**src/rtl/core/tpct_pkg.sv**
```systemverilog
// ----------------------------------------------------------------------------
// Pattern cell translator package
// Cell and result types, effect codes and command numbers.
// ----------------------------------------------------------------------------
package tpct_pkg;

  localparam logic [7:0] NOTE_LIMIT  = 8'd36;
  localparam logic [6:0] NOTE_OFFSET = 7'd48;
  localparam logic [7:0] VOL_MAX     = 8'h40;

  localparam logic [7:0] EFF_PORTA_DOWN = 8'd1;
  localparam logic [7:0] EFF_PORTA_UP   = 8'd2;
  localparam logic [7:0] EFF_ARP        = 8'd12;
  localparam logic [7:0] EFF_SLIDE_DN   = 8'd13;
  localparam logic [7:0] EFF_EXT        = 8'd15;
  localparam logic [7:0] EFF_FSLIDE_UP  = 8'd17;
  localparam logic [7:0] EFF_FSLIDE_DN  = 8'd21;
  localparam logic [7:0] EFF_JUMP       = 8'd25;
  localparam logic [7:0] EFF_RELEASE    = 8'd27;
  localparam logic [7:0] EFF_SPEED      = 8'd28;
  localparam logic [7:0] EFF_SLIDE_UP   = 8'd30;
  localparam logic [7:0] EFF_VOLUME     = 8'd31;

  localparam logic [3:0] CMD_IDLE       = 4'd0;
  localparam logic [3:0] CMD_PORTA_DOWN = 4'd1;
  localparam logic [3:0] CMD_PORTA_UP   = 4'd2;
  localparam logic [3:0] CMD_ARP        = 4'd3;
  localparam logic [3:0] CMD_SLIDE_DOWN = 4'd4;
  localparam logic [3:0] CMD_SLIDE_UP   = 4'd5;
  localparam logic [3:0] CMD_EXT        = 4'd6;
  localparam logic [3:0] CMD_JUMP       = 4'd7;
  localparam logic [3:0] CMD_TEMPO      = 4'd8;
  localparam logic [3:0] CMD_VOLSLIDE   = 4'd9;

  typedef struct packed {
    logic [7:0] note_code;
    logic [7:0] instrument_code;
    logic [7:0] effect_code;
    logic [7:0] effect_param;
  } tpct_cell_t;

  typedef struct packed {
    logic [6:0] note_out;
    logic       key_off;
    logic [7:0] instrument_out;
    logic       volume_set;
    logic [6:0] volume_value;
    logic [3:0] command_out;
    logic [7:0] param_out;
  } tpct_result_t;

endpackage

```
**src/rtl/core/tpct_xlate.sv**
```systemverilog
// ----------------------------------------------------------------------------
// Pattern cell translation logic
// Maps one raw cell to a normalized cell: note, instrument, volume, command.
// ----------------------------------------------------------------------------
module tpct_xlate
  import tpct_pkg::*;
(
  input  tpct_cell_t   raw,
  output tpct_result_t result
);

  logic [7:0] p;
  logic [3:0] lo;
  logic [3:0] sat15;
  logic [3:0] sat14;
  logic       note_ok;

  assign p       = raw.effect_param;
  assign lo      = p[3:0];
  assign sat15   = (p > 8'h0F) ? 4'hF : p[3:0];
  assign sat14   = (lo > 4'hE) ? 4'hE : lo;
  assign note_ok = (raw.note_code >= 8'd1) && (raw.note_code <= NOTE_LIMIT);

  always_comb begin
    result                = '0;
    result.param_out      = p;
    if (note_ok) begin
      result.note_out       = raw.note_code[6:0] + NOTE_OFFSET;
      result.instrument_out = raw.instrument_code + 8'd1;
    end
    case (raw.effect_code)
      EFF_PORTA_DOWN: begin
        result.command_out = CMD_PORTA_DOWN;
        result.param_out   = {4'h0, lo};
      end
      EFF_PORTA_UP: begin
        result.command_out = CMD_PORTA_UP;
        result.param_out   = {4'h0, lo};
      end
      EFF_ARP: begin
        if (p != 8'h00) result.command_out = CMD_ARP;
        else            result.param_out   = 8'h00;
      end
      EFF_SLIDE_DN, EFF_SLIDE_UP: begin
        if (p != 8'h00) begin
          result.command_out = (raw.effect_code == EFF_SLIDE_DN) ? CMD_SLIDE_DOWN
                                                                : CMD_SLIDE_UP;
          result.param_out   = {4'h1, sat15};
        end else begin
          result.param_out = 8'h00;
        end
      end
      EFF_FSLIDE_DN, EFF_FSLIDE_UP: begin
        if (p != 8'h00) begin
          result.command_out = (raw.effect_code == EFF_FSLIDE_DN) ? CMD_SLIDE_DOWN
                                                                 : CMD_SLIDE_UP;
          result.param_out   = {4'h5, sat15};
        end else begin
          result.param_out = 8'h00;
        end
      end
      EFF_EXT: begin
        result.command_out = CMD_EXT;
        result.param_out   = (p != 8'h00) ? 8'h01 : 8'h00;
      end
      EFF_JUMP: begin
        result.command_out = CMD_JUMP;
      end
      EFF_SPEED: begin
        result.command_out = CMD_TEMPO;
      end
      EFF_RELEASE: begin
        result.note_out       = '0;
        result.instrument_out = '0;
        result.key_off        = 1'b1;
        result.param_out      = 8'h00;
      end
      EFF_VOLUME: begin
        result.command_out = CMD_VOLSLIDE;
        if (p <= VOL_MAX) begin
          result.volume_set   = 1'b1;
          result.volume_value = p[6:0];
          result.command_out  = CMD_IDLE;
          result.param_out    = 8'h00;
        end else begin
          case (p[7:4]) inside
            4'h4:        result.param_out = {4'h0, lo};
            4'h5:        result.param_out = {lo, 4'h0};
            4'h6:        result.param_out = {4'hF, sat14};
            4'h7:        result.param_out = {sat14, 4'hF};
            [4'h8:4'hF]: begin
              result.command_out = CMD_IDLE;
              result.param_out   = 8'h00;
            end
            default: begin
              result.command_out = CMD_IDLE;
              result.param_out   = 8'h00;
            end
          endcase
        end
      end
      default: begin
        result.command_out = CMD_IDLE;
        result.param_out   = 8'h00;
      end
    endcase
  end

endmodule

```
**src/rtl/core/tracker_pattern_cell_translator_unit.sv**
```systemverilog
// ----------------------------------------------------------------------------
// Tracker pattern cell translator
// Turns raw four-byte pattern cells into normalized cells, one per clock while rsp_ready is high.
//
// Channels: a request (req_valid/req_ready, payload req) carries one raw
// cell; a response (rsp_valid/rsp_ready, payload rsp) carries the
// normalized cell. Every request yields exactly one response, in order.
// Path: an accepted request is registered in the input register, translated,
// then registered in the result register, which drives rsp.
// Throughput: one cell per cycle while rsp_ready is high; the input and the result
// register each hold one cell, with the translation logic between them.
// Stall: when rsp_ready is low the result register holds, the input
// register fills, and req_ready then drops until the response is taken.
// Reset: rst clears both valid flags; no cell is held afterwards.
// ----------------------------------------------------------------------------
module tracker_pattern_cell_translator_unit
  import tpct_pkg::*;
(
  input  logic         clk,
  input  logic         rst,
  input  logic         req_valid,
  output logic         req_ready,
  input  tpct_cell_t   req,
  output logic         rsp_valid,
  input  logic         rsp_ready,
  output tpct_result_t rsp
);

  tpct_cell_t   held;
  logic         cell_valid;
  tpct_result_t xlated;
  logic         res_ready;

  assign res_ready = !rsp_valid || rsp_ready;
  assign req_ready = !cell_valid || res_ready;

  tpct_xlate u_xlate (
    .raw    (held),
    .result (xlated)
  );

  always_ff @(posedge clk) begin
    if (rst) begin
      cell_valid <= 1'b0;
    end else if (req_ready) begin
      cell_valid <= req_valid;
    end
    if (req_valid && req_ready) begin
      held <= req;
    end
  end

  always_ff @(posedge clk) begin
    if (rst) begin
      rsp_valid <= 1'b0;
    end else if (res_ready) begin
      rsp_valid <= cell_valid;
    end
    if (cell_valid && res_ready) begin
      rsp <= xlated;
    end
  end

  a_release_clears: assert property (@(posedge clk) disable iff (rst)
    rsp_valid && rsp.key_off |->
      rsp.note_out == '0 && rsp.instrument_out == '0 && rsp.command_out == CMD_IDLE)
    else $error("key-off cell not cleared");

  a_volume_no_cmd: assert property (@(posedge clk) disable iff (rst)
    rsp_valid && rsp.volume_set |-> rsp.command_out == CMD_IDLE && rsp.param_out == 8'h00)
    else $error("set-volume cell carries a command");

  a_empty_note_no_ins: assert property (@(posedge clk) disable iff (rst)
    rsp_valid && rsp.note_out == '0 |-> rsp.instrument_out == '0)
    else $error("instrument without note");

  a_accept_loads: assert property (@(posedge clk) disable iff (rst)
    req_valid && req_ready |=> cell_valid)
    else $error("accepted request lost");

  a_stall_keeps_cell: assert property (@(posedge clk) disable iff (rst)
    cell_valid && !res_ready |=> cell_valid && $stable(held))
    else $error("input register changed during stall");

endmodule

```
**config.mk**
```make
export PLATFORM = sky130hd
export DESIGN_NAME = tracker_pattern_cell_translator_unit
export DESIGN_NICKNAME = d
export VERILOG_FILES = /design/src/rtl/core/tpct_pkg.sv /design/src/rtl/core/tpct_xlate.sv /design/src/rtl/core/tracker_pattern_cell_translator_unit.sv
export SDC_FILE = /design/constraint.sdc
export NUM_CORES = 1
export LEC_CHECK = 0
export BUFFER_PORTS_ARGS = -buffer_cell sky130_fd_sc_hd__buf_2
export CAP_MARGIN = 20
export CORE_AREA = 2 2 90 92
export DETAILED_ROUTE_END_ITERATION = 10
export DIE_AREA = 0 0 92 94
export HOLD_SLACK_MARGIN = 0.1
export PLACE_DENSITY = 0.68
export SLEW_MARGIN = 20
export SYNTH_ARGS = -nofsm -noshare
export SYNTH_HDL_FRONTEND = slang
export SYNTH_SLANG_ARGS = --single-unit
```
**constraint.sdc**
```tcl
create_clock -name clk -period 3.2 [get_ports clk]
set_input_delay 0.32 -clock clk [delete_from_list [all_inputs] [get_ports clk]]
set_output_delay 0.32 -clock clk [all_outputs]
set_load 0.01 [all_outputs]
```
==> results by group, run 1 <==
Final layout
  • Ant diodes: 0
  • Area grow syn2layout: 22.8%
  • Layout cell share with drive strength beyond 1: 32.4%
  • Sequential standard cell area: 0.00208 mm^2
  • Filler cell count: 731
  • Final core occ: 48.7%
  • Final net count: 341
  • Multi-input logic area: 855 um^2

STA
  • Final Hold Viols: 0
  • Tcrit/Tclk final: 67.7%
  • Max Clk Rate: 462 MHz
  • Pins over their slew limit: 0
  • Final TNS setup: 0 ns
  • Slew headroom: 35.1%
  • # setup viols final: 0
  • Minimum clock period: 2.17 ns
  • Final WS setup: 1.03 ns
  • WHS: 0.149 ns
  • Worst Skew: 0.00898 ns
  • RSZ-0062 raised after global routing: no
  • Tightest Pin Transition: 0.972 ns

Placed design
  • RD Place Congestion: 0.938
  • Post-Place Setup Slack: 1.03 ns
  • DP Wirelength: 4020 um
  • IO Port Bufs: 73

Critical path
  • Critical Path, Cell by Cell: or4b_4 > or3b_4 > nor2_2 > nand3b_4 > nor2_1
  • Slowest cell on crit path: edfxtp_1
  • Element type at the critical path end: register
  • Startpoint Class: register
  • CP arrival: 2.25 ns
  • Crit-path max cell delay: 0.54 ns
  • Critical path's top delay family: simple AND/OR/NAND/NOR gates
  • Worst Path Buf+Inv: 0
  • Crit Path Class: reg -> reg
  • WP data required: 3.29 ns
  • CP Max Fanout: 15

Floorplan
  • CORE AREA: 0.00761 mm^2
  • Effective utilization at floorplan: 39.7%
  • FP Rows: 32
  • Num ports: 74
  • Die width: 92 um
  • DIE HEIGHT: 94 um
  • Die area: 0.00865 mm^2

Synth
  • Compound-gate portion of the synthesized area: 7.13%
  • Gate Count Post-Synth: 225
  • Yosys top cell by area: edfxtp_1
  • Register area share after synthesis: 69.0%
  • Largest family of logic cells by synthesized area: simple AND/OR/NAND/NOR gates
  • Most frequent cells after synthesis: edfxtp_1 (68), nor2_1 (33), nand2_1 (12), inv_1 (9), nand3_1 (9)
  • FF+latch count, synth: 70
  • Syn Nets: 265
  • Yosys warnings: 0
  • Main synth FF type: edfxtp_1
  • Post-synthesis mux area share: 1.04%
  • Area share of the largest cell type after synthesis: 67.7%
  • Largest cells by area after synthesis: edfxtp_1 (68%), nor2_1 (4.1%), xor2_1 (1.7%)
  • Synth Area in Adders: 1.99%
  • Asr flop ratio synth: 0%
  • Post-synthesis cell type count: 48
  • Post-Synth Simple-Gate Area: 15.9%
  • Xor and xnor area share after synthesis: 2.03%
  • Synthesized area per cell: 13.4 um^2
  • Number of enable flip-flop cells after synthesis: 68
  • Cell Area, Synth: 0.00302 mm^2
  • Most numerous cell in the Yosys netlist: edfxtp_1

Flow run
  • Max-capacitance violation count: 0

Pwr
  • Part of the power in the clock network: 40.3%
  • PD cells: 557 mW/mm^2
  • Peak VDD IR: 0.264 mV
  • Leakage: 0.00141 uW
  • Internal power: 1630 uW
  • Switching share of power: 20.9%
  • Combinational Power Share: 6.5%
  • Part of the power in registers: 53.2%
  • P_sw: 431 uW

Drt
  • Max Used Layer: met4
  • Residual DRC: 0
  • Routed WL per cell: 13.8 um
  • Vias: 1969
  • WL met3: 337 um
  • Total wire length: 5620 um
  • First-pass DRT Iterations: 4
  • DRT met1 WL: 2650 um
  • Initial drt markers: 135
  • Remaining antenna violation count: 0
  • Vias/cell: 4.83
  • Metal2 WL: 2480 um

CTS
  • Post-cts hold buffer count: 0
  • Post-cts resize count: 0
  • Clock tree buffer depth: 2
  • CTS clk-pin slew, worst paths: 0.07 ns
  • Post-CTS Repair Setup Buffers: 0
  • CTS Root Cell: clkbuf_8
  • CTS sink cnt: 70
  • Cts bufs inserted: 9
  • H-Tree Depth: 3
  • TritonCTS clock tree: built
  • Worst skew pair latency: 0.34 ns

Global routing
  • Initial antenna violation count: 0
  • Number of global-route vias before repair: 1891
  • First-pass GRT wire length: 9270 um
  • Overflow after GRT: 0
  • Total track usage: 14.1%
  • Largest net degree at the start of global routing: 37

Min path
  • HP Class: in -> reg

Run status
  • Status: complete, no violations
[stage by stage]
step	power, uW	cells	instance area, um^2
2_1_floorplan	1190	225	3020
5_1_grt	2140	408	3710
3_5_place_dp	1250	392	3470
4_1_cts	2080	408	3710
3_3_place_gp	1250	392	3470
6_report	2060	408	3710
[sequential cells by signal, indices dropped and copies added, names as in the netlist]
register,flops
cell_valid,1
held,32
rsp_valid,1
rsp,36
[worst paths after layout]
kind	startpoint	slack (ns)	cells past startpoint	to
worst min-delay path	rst	0.15	2	rsp_valid$_SDFFE_PP0P_
worst min register to register	cell_valid$_SDFFE_PP0N_	0.54	2	rsp_valid$_SDFFE_PP0P_
worst max register to register	held[12]$_DFFE_PP_	1.03	5	rsp[23]$_SDFFCE_PP0P_
worst max-delay path	held[12]$_DFFE_PP_	1.03	5	rsp[23]$_SDFFCE_PP0P_
[layout make-up]
class	instances	area share [%]
Clock inverter	7	3.04
Tap cell	102	3.44
Sequential cell	70	56.2
Clock buffer	9	3.34
Inverter	9	0.911
Multi-Input combinational cell	137	23.1
Timing Repair Buffer	74	10.1
[placed cells by master (no fill, tap or decap), drive strengths merged, types with 3 or more instances in the layout]
cell    Yosys  routed
nor3        5       5
clkbuf      2       9
a211oi      3       3
o211ai      3       3
ha          4       4
clkinv      0       4
o21ai       8       8
nor4        4       4
nand2b      3       3
edfxtp     68      68
a21oi       6       6
bufinv      0       3
inv         9       9
nand2      12      12
and2        8       8
nand3       9       9
and3        3       3
xor2        6       6
buf         7      74
nor2       34      34
[power by group through the flow]
stage / clock network (uW) / logic (uW) / registers [uW]
3_3_place_gp: 0 / 134 / 1120
4_1_cts: 848 / 137 / 1100
2_1_floorplan: 0 / 75.4 / 1120
5_1_grt: 883 / 151 / 1100
3_5_place_dp: 0 / 136 / 1120
6_report: 832 / 135 / 1100
[layer usage]
layer  global-route usage, %  up-vias
met4                    7.84        0
met5                       0        -
met2                    21.6       64
met1                    18.6      905
li1                        -      988
met3                    3.37       12
[kinds of logic after synthesis]
| group | Yosys count |
|---|---|
| buffers and inverters | 18 |
| XOR/XNOR | 7 |
| flip-flops | 70 |
| AO/OA/AOI/OAI | 32 |
| multiplexers | 3 |
| AND/OR/NAND/NOR | 90 |
| adder cells (fa/ha/maj) | 5 |
No activity file was read; power rests on OpenSTA's default activity.
==> run 2: changes to the inputs <==
--- a/config.mk
+++ b/config.mk
@@ -5,13 +5,14 @@
 export SDC_FILE = /design/constraint.sdc
 export NUM_CORES = 1
 export LEC_CHECK = 0
+export ABC_AREA = 1
 export BUFFER_PORTS_ARGS = -buffer_cell sky130_fd_sc_hd__buf_2
 export CAP_MARGIN = 20
-export CORE_AREA = 2 2 90 92
+export CORE_AREA = 2 2 92 94
 export DETAILED_ROUTE_END_ITERATION = 10
-export DIE_AREA = 0 0 92 94
+export DIE_AREA = 0 0 94 96
 export HOLD_SLACK_MARGIN = 0.1
-export PLACE_DENSITY = 0.68
+export PLACE_DENSITY = 0.7
 export SLEW_MARGIN = 20
 export SYNTH_ARGS = -nofsm -noshare
 export SYNTH_HDL_FRONTEND = slang
==> constraint.sdc (replaced) <==
create_clock -name clk -period 1.9 [get_ports clk]
set_input_delay 0.19 -clock clk [delete_from_list [all_inputs] [get_ports clk]]
set_output_delay 0.19 -clock clk [all_outputs]
set_load 0.01 [all_outputs]
==> results by group, run 2 <==
Final layout
  • Ant diodes: 0 (unchanged)
  • Filler cell count: 694 (was 731)
  • Top flop regs: rsp x36, held x32 (unchanged)
  • Biggest register: rsp (unchanged)
  • Number of flip-flops in the largest register: 36 (unchanged)
  • Layout cell share with drive strength beyond 1: 27.3% (was 32.4%)
  • Multi-input logic area: 920 um^2 (was 855 um^2)
  • Sequential standard cell area: 0.00208 mm^2 (unchanged)
  • Commonest non-fill, non-tap cells in the layout: buf_2 (73), edfxtp_1 (68), nand2_1 (56) (was buf_2 (73), edfxtp_1 (68), nor2_1 (33))
  • Commonest non-fill, non-tap cell in the layout: buf_2 (unchanged)
  • Final net count: 449 (was 341)
  • Area grow syn2layout: 33.2% (was 22.8%)

Synth
  • Area share of the largest cell type after synthesis: 64.7% (was 67.7%)
  • Yosys top cell by area: edfxtp_1 (unchanged)
  • Cell Area, Synth: 0.00316 mm^2 (was 0.00302 mm^2)
  • Gate Count Post-Synth: 289 (was 225)
  • Compound-gate portion of the synthesized area: 4.16% (was 7.13%)
  • Asr flop ratio synth: 0% (unchanged)
  • Syn Nets: 329 (was 265)
  • Main synth FF type: edfxtp_1 (unchanged)
  • Xor and xnor area share after synthesis: 1.11% (was 2.03%)
  • Post-synthesis mux area share: 0% (was 1.04%)
  • Number of enable flip-flop cells after synthesis: 68 (unchanged)
  • Largest family of logic cells by synthesized area: simple AND/OR/NAND/NOR gates (unchanged)
  • Largest cells by area after synthesis: edfxtp_1 (65%), nand2_1 (6.7%), nor2_1 (5.5%) (was edfxtp_1 (68%), nor2_1 (4.1%), xor2_1 (1.7%))
  • Synthesized area per cell: 10.9 um^2 (was 13.4 um^2)
  • Synth Area in Adders: 1.59% (was 1.99%)
  • Most frequent cells after synthesis: edfxtp_1 (68), nand2_1 (56), nor2_1 (46), inv_1 (38), nand3_1 (19) (was edfxtp_1 (68), nor2_1 (33), nand2_1 (12), inv_1 (9), nand3_1 (9))
  • Most numerous cell in the Yosys netlist: edfxtp_1 (unchanged)
  • FF+latch count, synth: 70 (unchanged)
  • Post-synthesis cell type count: 27 (was 48)
  • Post-Synth Simple-Gate Area: 21.9% (was 15.9%)
  • Yosys warnings: 0 (unchanged)
  • Register area share after synthesis: 66.0% (was 69.0%)

STA
  • # setup viols final: 0 (unchanged)
  • RSZ-0062 raised after global routing: no (unchanged)
  • Final WS setup: 0.217 ns (was 1.03 ns)
  • Pins over their slew limit: 0 (unchanged)
  • Final TNS setup: 0 ns (unchanged)
  • Slew headroom: 69.4% (was 35.1%)
  • Worst Skew: 0.0111 ns (was 0.00898 ns)
  • Final Hold Viols: 0 (unchanged)
  • Tcrit/Tclk final: 88.6% (was 67.7%)
  • Max Clk Rate: 594 MHz (was 462 MHz)
  • Tightest Pin Transition: 0.459 ns (was 0.972 ns)
  • Minimum clock period: 1.68 ns (was 2.17 ns)

Floorplan
  • Die width: 94 um (was 92 um)
  • CORE AREA: 0.00805 mm^2 (was 0.00761 mm^2)
  • Effective utilization at floorplan: 39.2% (was 39.7%)
  • FP Rows: 33 (was 32)
  • Num ports: 74 (unchanged)
  • DIE HEIGHT: 96 um (was 94 um)
  • Die area: 0.00902 mm^2 (was 0.00865 mm^2)

Placed design
  • IO Port Bufs: 73 (unchanged)
  • DP Wirelength: 4400 um (was 4020 um)
  • Post-Place Setup Slack: 0.254 ns (was 1.03 ns)
  • RD Place Congestion: 0.869 (was 0.938)

Pwr
  • P_sw: 799 uW (was 431 uW)
  • Total Power: 3190 uW (was 2060 uW)
  • Switching share of power: 25.1% (was 20.9%)
  • Part of the power in registers: 56.9% (was 53.2%)
  • Peak VDD IR: 0.461 mV (was 0.264 mV)
  • Part of the power in the clock network: 34.0% (was 40.3%)
  • Leakage: 0.00190 uW (was 0.00141 uW)
  • Internal power: 2390 uW (was 1630 uW)
  • PD cells: 758 mW/mm^2 (was 557 mW/mm^2)
  • Combinational Power Share: 9.2% (was 6.5%)

Global routing
  • First-pass GRT wire length: 10900 um (was 9270 um)
  • Initial antenna violation count: 0 (unchanged)
  • Number of global-route vias before repair: 2471 (was 1891)
  • Largest net degree at the start of global routing: 37 (unchanged)
  • Total track usage: 16.3% (was 14.1%)
  • Overflow after GRT: 0 (unchanged)

Critical path
  • R2r startpoint: held[28]$_DFFE_PP_ (was held[12]$_DFFE_PP_)
  • Setup slack, reg-to-reg: 0.22 ns (was 1.03 ns)
  • CP Max Fanout: 15 (unchanged)
  • Startpoint Class: register (unchanged)
  • Element type at the critical path end: register (unchanged)
  • CP arrival: 1.86 ns (was 2.25 ns)
  • R2r worst-path depth: 6 (was 5)
  • WP data required: 2.08 ns (was 3.29 ns)
  • RR Endpoint: rsp[24]$_SDFFCE_PP0P_ (was rsp[23]$_SDFFCE_PP0P_)
  • Crit Path Class: reg -> reg (unchanged)
  • Worst Setup SP: held[28]$_DFFE_PP_ (was held[12]$_DFFE_PP_)

Drt
  • Remaining antenna violation count: 0 (unchanged)
  • Vias/cell: 4.59 (was 4.83)
  • First-pass DRT Iterations: 4 (unchanged)
  • Residual DRC: 0 (unchanged)
  • Initial drt markers: 82 (was 135)
  • Vias: 2381 (was 1969)
  • Routed WL per cell: 12.4 um (was 13.8 um)
  • Total wire length: 6410 um (was 5620 um)

Min path
  • Min-Delay Path Depth: 4 (was 2)
  • Worst hold path endpoint: rsp_valid$_SDFFE_PP0P_ (unchanged)
  • Hold path startpoint: rsp_ready (was rst)
  • HP Class: in -> reg (unchanged)

CTS
  • Post-cts resize count: 0 (unchanged)
  • CTS sink cnt: 70 (unchanged)
  • Worst skew pair latency: 0.35 ns (was 0.34 ns)
  • TritonCTS clock tree: built (unchanged)
  • Clock tree buffer depth: 2 (unchanged)
  • CTS clk-pin slew, worst paths: 0.08 ns (was 0.07 ns)
  • H-Tree Depth: 3 (unchanged)
  • CTS Root Cell: clkbuf_8 (unchanged)
  • Cts bufs inserted: 9 (unchanged)

Run status
  • Status: complete, no violations (unchanged)

Flow run
  • Max-capacitance violation count: 0 (unchanged)
[run 2: stage by stage]
stage               util [%]  hold slack, ns  cell area, um^2  instances
global placement        45.7           0.364             3680        469
detailed placement      45.7           0.366             3680        469
global route            52.2           0.199             4200        519
CTS                     52.2           0.138             4200        519
finish                  52.2           0.177             4200        519
floorplan                  -           0.259             3160        289
[run 2: worst max path at each step]
stage,endpoint,slack [ns]
detailed placement,rsp[27]$_SDFFCE_PP0P_,0.25
CTS,rsp[24]$_SDFFCE_PP0P_,0.19
global route,rsp[24]$_SDFFCE_PP0P_,0.09
global placement,rsp[27]$_SDFFCE_PP0P_,0.32
finish,rsp[24]$_SDFFCE_PP0P_,0.22
floorplan,rsp[0]$_DFFE_PP_,0.1
[run 2: cell families after synthesis]
family / after synthesis
and+or+nand+nor: 148
adders and majority gates: 4
xor gates and xnor gates: 4
DFF: 70
buffers and inverters: 42
AOI/OAI and AO/OA: 21
[run 2: power by group through the flow]
| stage | clock network (uW) | logic (uW) | registers, uW |
|---|---|---|---|
| 2_1_floorplan | 0 | 130 | 1850 |
| 5_1_grt | 1200 | 330 | 1820 |
| 3_5_place_dp | 0 | 238 | 1850 |
| 3_3_place_gp | 0 | 235 | 1850 |
| 4_1_cts | 1120 | 292 | 1810 |
| 6_report | 1080 | 292 | 1810 |
[run 2: area by class of cell]
cell class | count | area share (%)
well taps | 105 | 3.13
flip-flops and latches | 70 | 49.5
repair buffers | 111 | 17.5
multi-input cells | 177 | 21.9
clock inverters | 7 | 1.37
clock buffers | 9 | 2.95
inverters | 40 | 3.63
[run 2: critical path, stage by stage, from the launching register on]
cell      delay (ns)
edfxtp_1        0.42
inv_1           0.10
ha_1            0.17
nand3_1         0.08
o21ai_0         0.22
nand3b_2        0.29
nor3_1          0.24
[run 2: what timing repair did]
action,CTS,global route
hold endpoints to repair,34,0
hold buffers,34,0
endpoints found under the setup margin,0,0
setup buffers,0,0
[run 2: routing by layer]
metal / up-vias / wire [um] / global-route usage (%)
met2: 82 / 3340 / 28.5
met3: 16 / 421 / 4.70
met5: - / 0 / 0
met4: 0 / 177 / 9.18
li1: 1210 / - / -
met1: 1073 / 2470 / 17.7
